## config.mk

```make
export PLATFORM = sky130hd
export DESIGN_NAME = text_token_splitter
export DESIGN_NICKNAME = d
export VERILOG_FILES = /design/src/hdl/tts_pkg.sv /design/src/hdl/text_token_splitter.sv
export SDC_FILE = /design/constraint.sdc
export NUM_CORES = 1
export LEC_CHECK = 0
export BUFFER_PORTS_ARGS = -buffer_cell sky130_fd_sc_hd__buf_2
export CAP_MARGIN = 20
export CELL_PAD_IN_SITES_DETAIL_PLACEMENT = 0
export CELL_PAD_IN_SITES_GLOBAL_PLACEMENT = 2
export CORE_MARGIN = 4
export CORE_UTILIZATION = 37
export CTS_CLUSTER_SIZE = 40
export DETAILED_ROUTE_END_ITERATION = 16
export GPL_TIMING_DRIVEN = 0
export PLACE_DENSITY_LB_ADDON = 0.1
export SLEW_MARGIN = 20
export SYNTH_ARGS = -nofsm -noshare
export SYNTH_HDL_FRONTEND = slang
export SYNTH_SLANG_ARGS = --single-unit
export TNS_END_PERCENT = 30
```

## constraint.sdc

```tcl
create_clock -name clk -period 10.62 [get_ports clk]
set_input_delay 0.531 -clock clk [delete_from_list [all_inputs] [get_ports clk]]
set_output_delay 0.531 -clock clk [all_outputs]
set_load 0.005 [all_outputs]
```

## src/hdl/tts_pkg.sv

```systemverilog
// Shared types and constants of the text token splitter.
package tts_pkg;

	// Scanner modes
	typedef enum logic [1:0] {
		MODE_IDLE    = 2'd0,
		MODE_WORD    = 2'd1,
		MODE_QUOTE   = 2'd2,
		MODE_COMMENT = 2'd3
	} mode_t;

	// Token kinds
	localparam logic [1:0] KIND_WORD    = 2'd0;
	localparam logic [1:0] KIND_STRING  = 2'd1;
	localparam logic [1:0] KIND_NEWLINE = 2'd2;
	localparam logic [1:0] KIND_ERROR   = 2'd3;

	// Configuration register indexes
	localparam logic [1:0] CFG_COMMENT_LENGTH = 2'd0;
	localparam logic [1:0] CFG_COMMENT_TEXT   = 2'd1;
	localparam logic [1:0] CFG_SKIP_NEWLINES  = 2'd2;

	// Character codes
	localparam logic [7:0] CH_SPACE     = 8'h20;
	localparam logic [7:0] CH_TAB       = 8'h09;
	localparam logic [7:0] CH_CR        = 8'h0D;
	localparam logic [7:0] CH_LF        = 8'h0A;
	localparam logic [7:0] CH_QUOTE     = 8'h22;
	localparam logic [7:0] CH_BACKSLASH = 8'h5C;

	// Result queue geometry
	localparam int QDEPTH = 4;
	localparam int QPTR_W = 2;

	// One result item
	typedef struct packed {
		logic [1:0]  kind;
		logic [15:0] offset;
		logic [16:0] length;
		logic [31:0] line;
		logic        run_end;
	} res_t;

	// Saturating newline counter step
	function automatic logic [31:0] sat_inc(input logic [31:0] n);
		return (n == 32'hFFFF_FFFF) ? n : n + 32'd1;
	endfunction

	// Pick a comment marker byte; bytes past the fourth read as zero
	function automatic logic [7:0] marker_byte(input logic [31:0] text, input logic [2:0] k);
		return 8'(text >> {k, 3'b000});
	endfunction

endpackage

```

## src/hdl/text_token_splitter.sv

```systemverilog
// Top level of the text token splitter: byte scanner, result queue, config registers.
//
// Usage:
//   Text bytes enter on the text channel (text_valid / text_stall), one item per
//   byte, final_byte marking the last byte of a buffer. Tokens leave on the token
//   channel (token_valid / token_stall) as kind, offset, length and line number;
//   run_end marks the last token caused by one text byte. Each text byte causes
//   zero, one or two tokens.
//   Configuration goes through cfg_valid / cfg_ready / cfg_index / cfg_data;
//   cfg_ready is always high. Write only while no tokens are outstanding.
//   Tokens are written to the result queue and presented from it oldest first.
//   Throughput: one text byte per cycle while text_stall is low. The scanner
//   updates its state on each accepted byte; the four-entry result queue takes
//   a byte whenever it has room for two tokens, so bytes that cause two tokens
//   drain at one token per cycle while the token channel is not stalled.
//   When the receiver stalls, queued tokens hold and text_stall rises once fewer
//   than two queue slots are free.
//   Reset clears the scanner state, the queue pointers and count and the
//   configuration registers to zero; no clearing pass is needed. Offsets and
//   line count restart after every final byte.
module text_token_splitter #(
	parameter int BUFFER_BYTES = 65536,
	parameter int COMMENT_MAX  = 4
) (
	input  logic        clk,
	input  logic        arst_n,
	input  logic        text_valid,
	output logic        text_stall,
	input  logic [7:0]  text_byte,
	input  logic        final_byte,
	output logic        token_valid,
	input  logic        token_stall,
	output logic [1:0]  token_kind,
	output logic [15:0] token_offset,
	output logic [16:0] token_length,
	output logic [31:0] line_number,
	output logic        run_end,
	input  logic        cfg_valid,
	output logic        cfg_ready,
	input  logic [1:0]  cfg_index,
	input  logic [31:0] cfg_data
);
	import tts_pkg::*;

	localparam int POS_W = $clog2(BUFFER_BYTES + 1);
	localparam int ST_W  = $clog2(BUFFER_BYTES);
	localparam logic [POS_W:0]   END_LIM  = (POS_W + 1)'(BUFFER_BYTES);
	localparam logic [POS_W:0]   LAST_LIM = (POS_W + 1)'(BUFFER_BYTES - 1);
	localparam logic [POS_W-1:0] END_POS  = POS_W'(BUFFER_BYTES);
	localparam logic [ST_W-1:0]  LAST_POS = ST_W'(BUFFER_BYTES - 1);

	// Clip an end position to the buffer size
	function automatic logic [POS_W-1:0] cap_end(input logic [POS_W:0] x);
		return (x < END_LIM) ? POS_W'(x) : END_POS;
	endfunction

	// Clip a start position to the last byte of the buffer
	function automatic logic [ST_W-1:0] cap_start(input logic [POS_W:0] x);
		return (x < LAST_LIM) ? ST_W'(x) : LAST_POS;
	endfunction

	// Length between start and end, zero if end lies before start
	function automatic logic [POS_W-1:0] span(input logic [ST_W-1:0] s,
			input logic [POS_W-1:0] e);
		return (POS_W'(s) < e) ? e - POS_W'(s) : '0;
	endfunction

	// Build one result item
	function automatic res_t mk(input logic [1:0] kind, input logic [ST_W-1:0] off,
			input logic [POS_W-1:0] len, input logic [31:0] line);
		res_t r;
		r.kind    = kind;
		r.offset  = 16'(off);
		r.length  = 17'(len);
		r.line    = line;
		r.run_end = 1'b0;
		return r;
	endfunction

	// Configuration registers
	logic [2:0]  cfg_len_q;
	logic [31:0] cfg_text_q;
	logic        cfg_skip_q;

	// Scanner state
	mode_t             mode_q, mode_d;
	logic              crp_q, crp_d;
	logic [POS_W-1:0]  pos_q, pos_d;
	logic [ST_W-1:0]   start_q, start_d;
	logic [2:0]        mcnt_q, mcnt_d;
	logic              mposs_q, mposs_d;
	logic              bslash_q, bslash_d;
	logic [31:0]       lines_q, lines_d;

	// Scanner results for the current byte
	res_t              res_d [2];
	logic [1:0]        rcnt_d;
	logic              consumed;
	logic [2:0]        clen;
	logic [POS_W:0]    p_ext, p1_ext;
	logic [POS_W-1:0]  qlen;

	// Result queue
	res_t              q_mem [QDEPTH];
	logic [QPTR_W-1:0] wptr_q, rptr_q;
	logic [QPTR_W:0]   count_q;
	logic              push, pop;

	assign cfg_ready  = 1'b1;
	assign push       = text_valid && !text_stall;
	assign pop        = token_valid && !token_stall;
	assign text_stall = (count_q > (QPTR_W + 1)'(QDEPTH - 2));
	assign p_ext      = {1'b0, pos_q};
	assign p1_ext     = p_ext + (POS_W + 1)'(1);
	assign clen       = (int'(cfg_len_q) > COMMENT_MAX) ? 3'(COMMENT_MAX) : cfg_len_q;

	// Scan one byte: next state and up to two tokens
	always_comb begin
		mode_d   = mode_q;
		crp_d    = crp_q;
		pos_d    = pos_q;
		start_d  = start_q;
		mcnt_d   = mcnt_q;
		mposs_d  = mposs_q;
		bslash_d = bslash_q;
		lines_d  = lines_q;
		res_d[0] = '0;
		res_d[1] = '0;
		rcnt_d   = 2'd0;
		consumed = 1'b0;
		qlen     = '0;

		// Close a pending CR, folding in an LF
		if (crp_q) begin
			crp_d   = 1'b0;
			lines_d = sat_inc(lines_d);
			if (text_byte == CH_LF) begin
				consumed = 1'b1;
				if (!cfg_skip_q && !rcnt_d[1]) begin
					res_d[rcnt_d[0]] = mk(KIND_NEWLINE, start_d, POS_W'(2), lines_d);
					rcnt_d = rcnt_d + 2'd1;
				end
			end else if (!cfg_skip_q && !rcnt_d[1]) begin
				res_d[rcnt_d[0]] = mk(KIND_NEWLINE, start_d, POS_W'(1), lines_d);
				rcnt_d = rcnt_d + 2'd1;
			end
		end

		if (!consumed) begin
			// Leave a comment at line end
			if (mode_d == MODE_COMMENT && (text_byte == CH_CR || text_byte == CH_LF))
				mode_d = MODE_IDLE;
			// End a word at whitespace
			if (mode_d == MODE_WORD &&
					(text_byte inside {CH_SPACE, CH_TAB, CH_CR, CH_LF})) begin
				if (!rcnt_d[1]) begin
					res_d[rcnt_d[0]] = mk(KIND_WORD, start_d,
						span(start_d, cap_end(p_ext)), lines_d);
					rcnt_d = rcnt_d + 2'd1;
				end
				mode_d = MODE_IDLE;
			end

			case (mode_d)
				MODE_IDLE: begin
					case (text_byte)
						CH_SPACE, CH_TAB: begin
						end
						CH_CR: begin
							crp_d   = 1'b1;
							start_d = cap_start(p_ext);
						end
						CH_LF: begin
							lines_d = sat_inc(lines_d);
							if (!cfg_skip_q && !rcnt_d[1]) begin
								res_d[rcnt_d[0]] = mk(KIND_NEWLINE, cap_start(p_ext),
									POS_W'(1), lines_d);
								rcnt_d = rcnt_d + 2'd1;
							end
						end
						CH_QUOTE: begin
							mode_d   = MODE_QUOTE;
							start_d  = cap_start(p1_ext);
							bslash_d = 1'b0;
						end
						default: begin
							// Open a word, checking the first marker byte
							mode_d  = MODE_WORD;
							start_d = cap_start(p_ext);
							mcnt_d  = 3'd0;
							mposs_d = 1'b0;
							if (clen != 3'd0 &&
									text_byte == marker_byte(cfg_text_q, 3'd0)) begin
								mcnt_d  = 3'd1;
								mposs_d = 1'b1;
								if (clen == 3'd1) begin
									mposs_d = 1'b0;
									if (!final_byte)
										mode_d = MODE_COMMENT;
								end
							end
						end
					endcase
				end
				MODE_WORD: begin
					// Advance the marker match
					if (mposs_d) begin
						if (mcnt_d < clen && text_byte == marker_byte(cfg_text_q, mcnt_d)) begin
							mcnt_d = mcnt_d + 3'd1;
							if (mcnt_d == clen) begin
								mposs_d = 1'b0;
								if (!final_byte)
									mode_d = MODE_COMMENT;
							end
						end else begin
							mposs_d = 1'b0;
						end
					end
				end
				MODE_QUOTE: begin
					if (text_byte == CH_QUOTE && !bslash_d) begin
						qlen = span(start_d, cap_end(p_ext));
						if (qlen != '0 && !rcnt_d[1]) begin
							res_d[rcnt_d[0]] = mk(KIND_STRING, start_d, qlen, lines_d);
							rcnt_d = rcnt_d + 2'd1;
						end
						mode_d = MODE_IDLE;
					end else begin
						bslash_d = (text_byte == CH_BACKSLASH);
					end
				end
				default: begin
				end
			endcase
		end

		// Flush open tokens at the buffer end and restart
		if (final_byte) begin
			if (crp_d) begin
				lines_d = sat_inc(lines_d);
				if (!cfg_skip_q && !rcnt_d[1]) begin
					res_d[rcnt_d[0]] = mk(KIND_NEWLINE, start_d, POS_W'(1), lines_d);
					rcnt_d = rcnt_d + 2'd1;
				end
			end
			if (mode_d == MODE_WORD && !rcnt_d[1]) begin
				res_d[rcnt_d[0]] = mk(KIND_WORD, start_d,
					span(start_d, cap_end(p1_ext)), lines_d);
				rcnt_d = rcnt_d + 2'd1;
			end else if (mode_d == MODE_QUOTE && !rcnt_d[1]) begin
				res_d[rcnt_d[0]] = mk(KIND_ERROR, start_d,
					span(start_d, cap_end(p1_ext)), lines_d);
				rcnt_d = rcnt_d + 2'd1;
			end
			mode_d   = MODE_IDLE;
			crp_d    = 1'b0;
			pos_d    = '0;
			start_d  = '0;
			mcnt_d   = 3'd0;
			mposs_d  = 1'b0;
			bslash_d = 1'b0;
			lines_d  = 32'd0;
		end else begin
			pos_d = cap_end(p1_ext);
		end

		// Flag the last token of this byte
		if (rcnt_d == 2'd1)
			res_d[0].run_end = 1'b1;
		else if (rcnt_d == 2'd2)
			res_d[1].run_end = 1'b1;
	end

	// Write configuration registers
	always_ff @(posedge clk or negedge arst_n) begin
		if (!arst_n) begin
			cfg_len_q  <= 3'd0;
			cfg_text_q <= 32'd0;
			cfg_skip_q <= 1'b0;
		end else if (cfg_valid && cfg_ready) begin
			case (cfg_index)
				CFG_COMMENT_LENGTH: cfg_len_q  <= cfg_data[2:0];
				CFG_COMMENT_TEXT:   cfg_text_q <= cfg_data;
				CFG_SKIP_NEWLINES:  cfg_skip_q <= cfg_data[0];
				default: begin
				end
			endcase
		end
	end

	// Advance scanner state on each accepted item
	always_ff @(posedge clk or negedge arst_n) begin
		if (!arst_n) begin
			mode_q   <= MODE_IDLE;
			crp_q    <= 1'b0;
			pos_q    <= '0;
			start_q  <= '0;
			mcnt_q   <= 3'd0;
			mposs_q  <= 1'b0;
			bslash_q <= 1'b0;
			lines_q  <= 32'd0;
		end else if (push) begin
			mode_q   <= mode_d;
			crp_q    <= crp_d;
			pos_q    <= pos_d;
			start_q  <= start_d;
			mcnt_q   <= mcnt_d;
			mposs_q  <= mposs_d;
			bslash_q <= bslash_d;
			lines_q  <= lines_d;
		end
	end

	// Queue pointers and fill count
	always_ff @(posedge clk or negedge arst_n) begin
		if (!arst_n) begin
			wptr_q  <= '0;
			rptr_q  <= '0;
			count_q <= '0;
		end else begin
			if (push)
				wptr_q <= wptr_q + QPTR_W'(rcnt_d);
			if (pop)
				rptr_q <= rptr_q + QPTR_W'(1);
			count_q <= count_q + (push ? (QPTR_W + 1)'(rcnt_d) : '0)
				- (pop ? (QPTR_W + 1)'(1) : '0);
		end
	end

	// Store new tokens
	always_ff @(posedge clk) begin
		if (push && rcnt_d != 2'd0)
			q_mem[wptr_q] <= res_d[0];
		if (push && rcnt_d == 2'd2)
			q_mem[wptr_q + QPTR_W'(1)] <= res_d[1];
	end

	// Present the oldest token
	assign token_valid  = (count_q != '0);
	assign token_kind   = q_mem[rptr_q].kind;
	assign token_offset = q_mem[rptr_q].offset;
	assign token_length = q_mem[rptr_q].length;
	assign line_number  = q_mem[rptr_q].line;
	assign run_end      = q_mem[rptr_q].run_end;

endmodule

```

==> flow_summary.yaml <==
logic_synthesis:
  yosysTopAreaCellShare_pct: 26.7
  synth_cell_types: 105
  synth_nets: 3461
  yosysTopAreaCell: "edfxtp_1"
  synthTopCellsByArea: "edfxtp_1 27%, dfrtp_1 9.5%, mux2i_1 6.8%"
  avgSynthCellArea_um2: 9.12
  ys.flop_type: "edfxtp_1"
  syn-instance-count: 3359
  synth_seq_cells: 388
  synth_seq_area_share_pct: 36.1
  synth_edf_count: 272
  synth-async-reset-ratio_pct: 29.9
  synth_warnings: 0
  syn_area_um2: 30600
sta:
  setup_viol: 0
  rsz0062_at_grt: "true"
  worstMarginPinSlew_ps: 1270
  finClkSkew_ps: 59.3
  setup_ws_ps: 305
  post-route-period-util_pct: 97.1
  maxSlewViolCount: 0
  final.min_clock_period_ps: 10310
  max_freq_mhz: 96.9
  hold_viol_final: 0
  relSlewSlack_pct: 14.5
  whs_ps: 146
power:
  powerDensity_nw_per_um2: 211
  seqPwrFrac_pct: 28.7
  p_sw_share_pct: 42.3
  p_leak_uw: 0.0128
  power_frac_comb_pct: 47.7
  ir_drop_mv: 0.134
  internal-power_uw: 4240
  p_sw_uw: 3110
  clkPwrFrac_pct: 23.6
route:
  post_drt_wl_per_cell_um: 34.4
  drt-initial-drc-count: 4149
  drt-pass1-iter-count: 8
  wl_um: 160000
  viasPerCell: 6.57
  drtAntennaViolNets: 0
  vias: 30700
  drc: 0
cts:
  cts-root-buf: "clkbuf_16"
  clk_pin_slew_ps: 60
  clkSinkCount: 388
  post_cts_buffers: 0
  cts_made_buffers: 48
  clock_latency_ps: 650
  cts_tree: "yes"
  cts_buffer_depth: 3
  htreeDepth: 2
global_routing:
  antenna_found_initial: 9
  grt_max_degree: 85
  grt_pass1_wl_um: 222000
  track_usage_pct: 35.5
  grt_pass1_vias: 29000
  grt-ovfl-total: 0
critical_path:
  critPathArrivalTime_ps: 10620
  critical_path_required_ps: 10920
  crit_type: "flop to flop"
  cp-start-kind: "flop"
  max_stage_delay_ps: 990
  path_delay_family: "buffers and inverters"
  crit_top_cell: "clkbuf_1"
  crit_fanout: 10
  cp.buffers_inverters: 7
  crit_path_end_kind: "flop"
  worst_path_max_delay_cell: "clkbuf_1"
final_layout:
  nets: 3656
  layout-drive-gt1-share_pct: 13.7
  finish.instance_area_um2: 34900
  area_growth_pct: 13.8
die:
  num_io_pins: 119
  rows: 105
  core-area_um2: 82100
  die_w_um: 296
  dieArea_um2: 87400
  start_util_pct: 37.3
  die_y_um: 296
placement:
  placement.io_buffers: 114
  dp_slack_ps: 140
  routabilityCongestion: 1.08
  dpl.hpwl_um: 127000
  postPlaceCellArea_um2: 33200
run_status:
  status: "complete, no violations"
hold_path:
  hold_path_class: "primary input to flop"
run:
  cap_violations: 0
[sequential cells by signal, summed over array words and instances, names as in the netlist, 2 cells and up]
signal / cells
q_mem: 272
cfg_text_q: 32
lines_q: 32
pos_q: 17
start_q: 16
cfg_len_q: 3
count_q: 3
mcnt_q: 3
mode_q: 2
rptr_q: 2
wptr_q: 2
[synth_stat cells (11+ instances only)]
cell type / instances
a2111oi_0: 15
a211oi_1: 39
a21o_1: 25
a21oi_1: 214
a22o_1: 17
a22oi_1: 29
a311oi_1: 14
a31oi_1: 41
and2_1: 25
and3_1: 31
and4_1: 13
buf_1: 33
buf_2: 33
clkbuf_1: 167
dfrtp_1: 116
edfxtp_1: 272
ha_1: 51
inv_1: 59
mux2_2: 56
mux2i_1: 207
mux4_2: 76
nand2_1: 327
nand2b_1: 32
nand3_1: 96
nand4_1: 42
nor2_1: 332
nor2b_1: 30
nor3_1: 109
nor4_1: 32
o211a_1: 11
o211ai_1: 20
o21a_1: 20
o21ai_0: 235
o21ai_1: 11
o22a_1: 11
o22ai_1: 68
o31ai_1: 30
or2_2: 19
or3_1: 34
or4_1: 15
xnor2_1: 105
xor2_1: 40
[through the flow]
stage / utilization, % / std cells / TNS [ps] / total power, uW
6_report: 42.5 / 4667 / 0 / 7350
5_1_grt: 42.4 / 4660 / -4.66 / 7670
4_1_cts: 42.4 / 4658 / 0 / 7320
3_5_place_dp: 40.4 / 4572 / 0 / 5570
3_3_place_gp: 39.6 / 4543 / -1154820 / 5480
2_1_floorplan: - / 3359 / -30650 / 4100
[cell type report]
cell class	count	area, um^2
Inverter	61	229
Tap cell	1070	1340
Clock buffer	60	1290
Antenna cell	8	20.0
Timing Repair Buffer	145	1080
Clock inverter	25	344
Fill cell	8098	47300
Sequential cell	388	11100
Multi-Input combinational cell	2666	18500
Buffer	244	1010
[power groups by stage]
stage / clock (uW) / combinational (uW) / sequential, uW
2_1_floorplan: 0 / 1980 / 2120
3_3_place_gp: 0 / 3310 / 2170
3_5_place_dp: 0 / 3430 / 2140
4_1_cts: 1770 / 3450 / 2110
5_1_grt: 1820 / 3720 / 2130
6_report: 1740 / 3510 / 2110
[cells in the final DEF (no fill, tap or decap), types with 51 or more instances in the layout]
cell	Yosys	final
a21oi_1	214	214
clkbuf_1	167	172
mux4_2	76	76
o21ai_0	235	232
buf_2	33	148
nor2_1	332	328
inv_1	59	59
nand3_1	96	96
o22ai_1	68	68
edfxtp_1	272	272
ha_1	51	51
nor3_1	109	106
mux2i_1	207	207
mux2_2	56	56
xnor2_1	105	101
dfrtp_1	116	116
nand2_1	327	326
[kinds of logic (layout without fill, tap and decap cells)]
logic type | after synthesis | in the layout | share of synthesized area (%)
AO/OA/AOI/OAI | 937 | 937 | 20.0
XOR/XNOR | 146 | 146 | 4.20
adder cells (fa/ha/maj) | 54 | 54 | 2.28
buffers and inverters | 305 | 535 | 4.02
flip-flops | 388 | 388 | 36.1
multiplexers | 339 | 339 | 14.4
other | 1 | 9 | 0.0122
AND/OR/NAND/NOR | 1189 | 1189 | 18.9
[layer usage]
metal	vias to the layer above	GRT usage [%]	wire length, um
met5	-	0	55
li1	13200	-	-
met1	15200	50.4	69200
met3	310	7.41	15700
met4	10	12.2	6530
met2	1910	54.0	68800
[worst paths after layout]
path                                             from                         end  slack (ps)  depth (start not counted)
setup / recovery                pos_q[16]$_DFFE_PN0P_      q_mem[2][13]$_DFFE_PP_         310                         26
hold / removal                           cfg_data[26]  cfg_text_q[26]$_DFFE_PN0P_         150                          2
setup reg to reg                pos_q[16]$_DFFE_PN0P_      q_mem[2][13]$_DFFE_PP_         310                         26
hold reg to reg            cfg_text_q[19]$_DFFE_PN0P_  cfg_text_q[19]$_DFFE_PN0P_         500                          1
max in group asynchronous                      arst_n     lines_q[24]$_DFFE_PN0P_        9410                          3
min in group asynchronous                      arst_n     start_q[14]$_DFFE_PN0P_         420                          2
[what timing repair did]
item,4_1_cts,5_1_grt
endpoints found under the setup margin,0,151
hold buffers,1,0
endpoints found under the hold margin,32,0
resized for setup,0,10
Power figures use the tool's default switching activity.
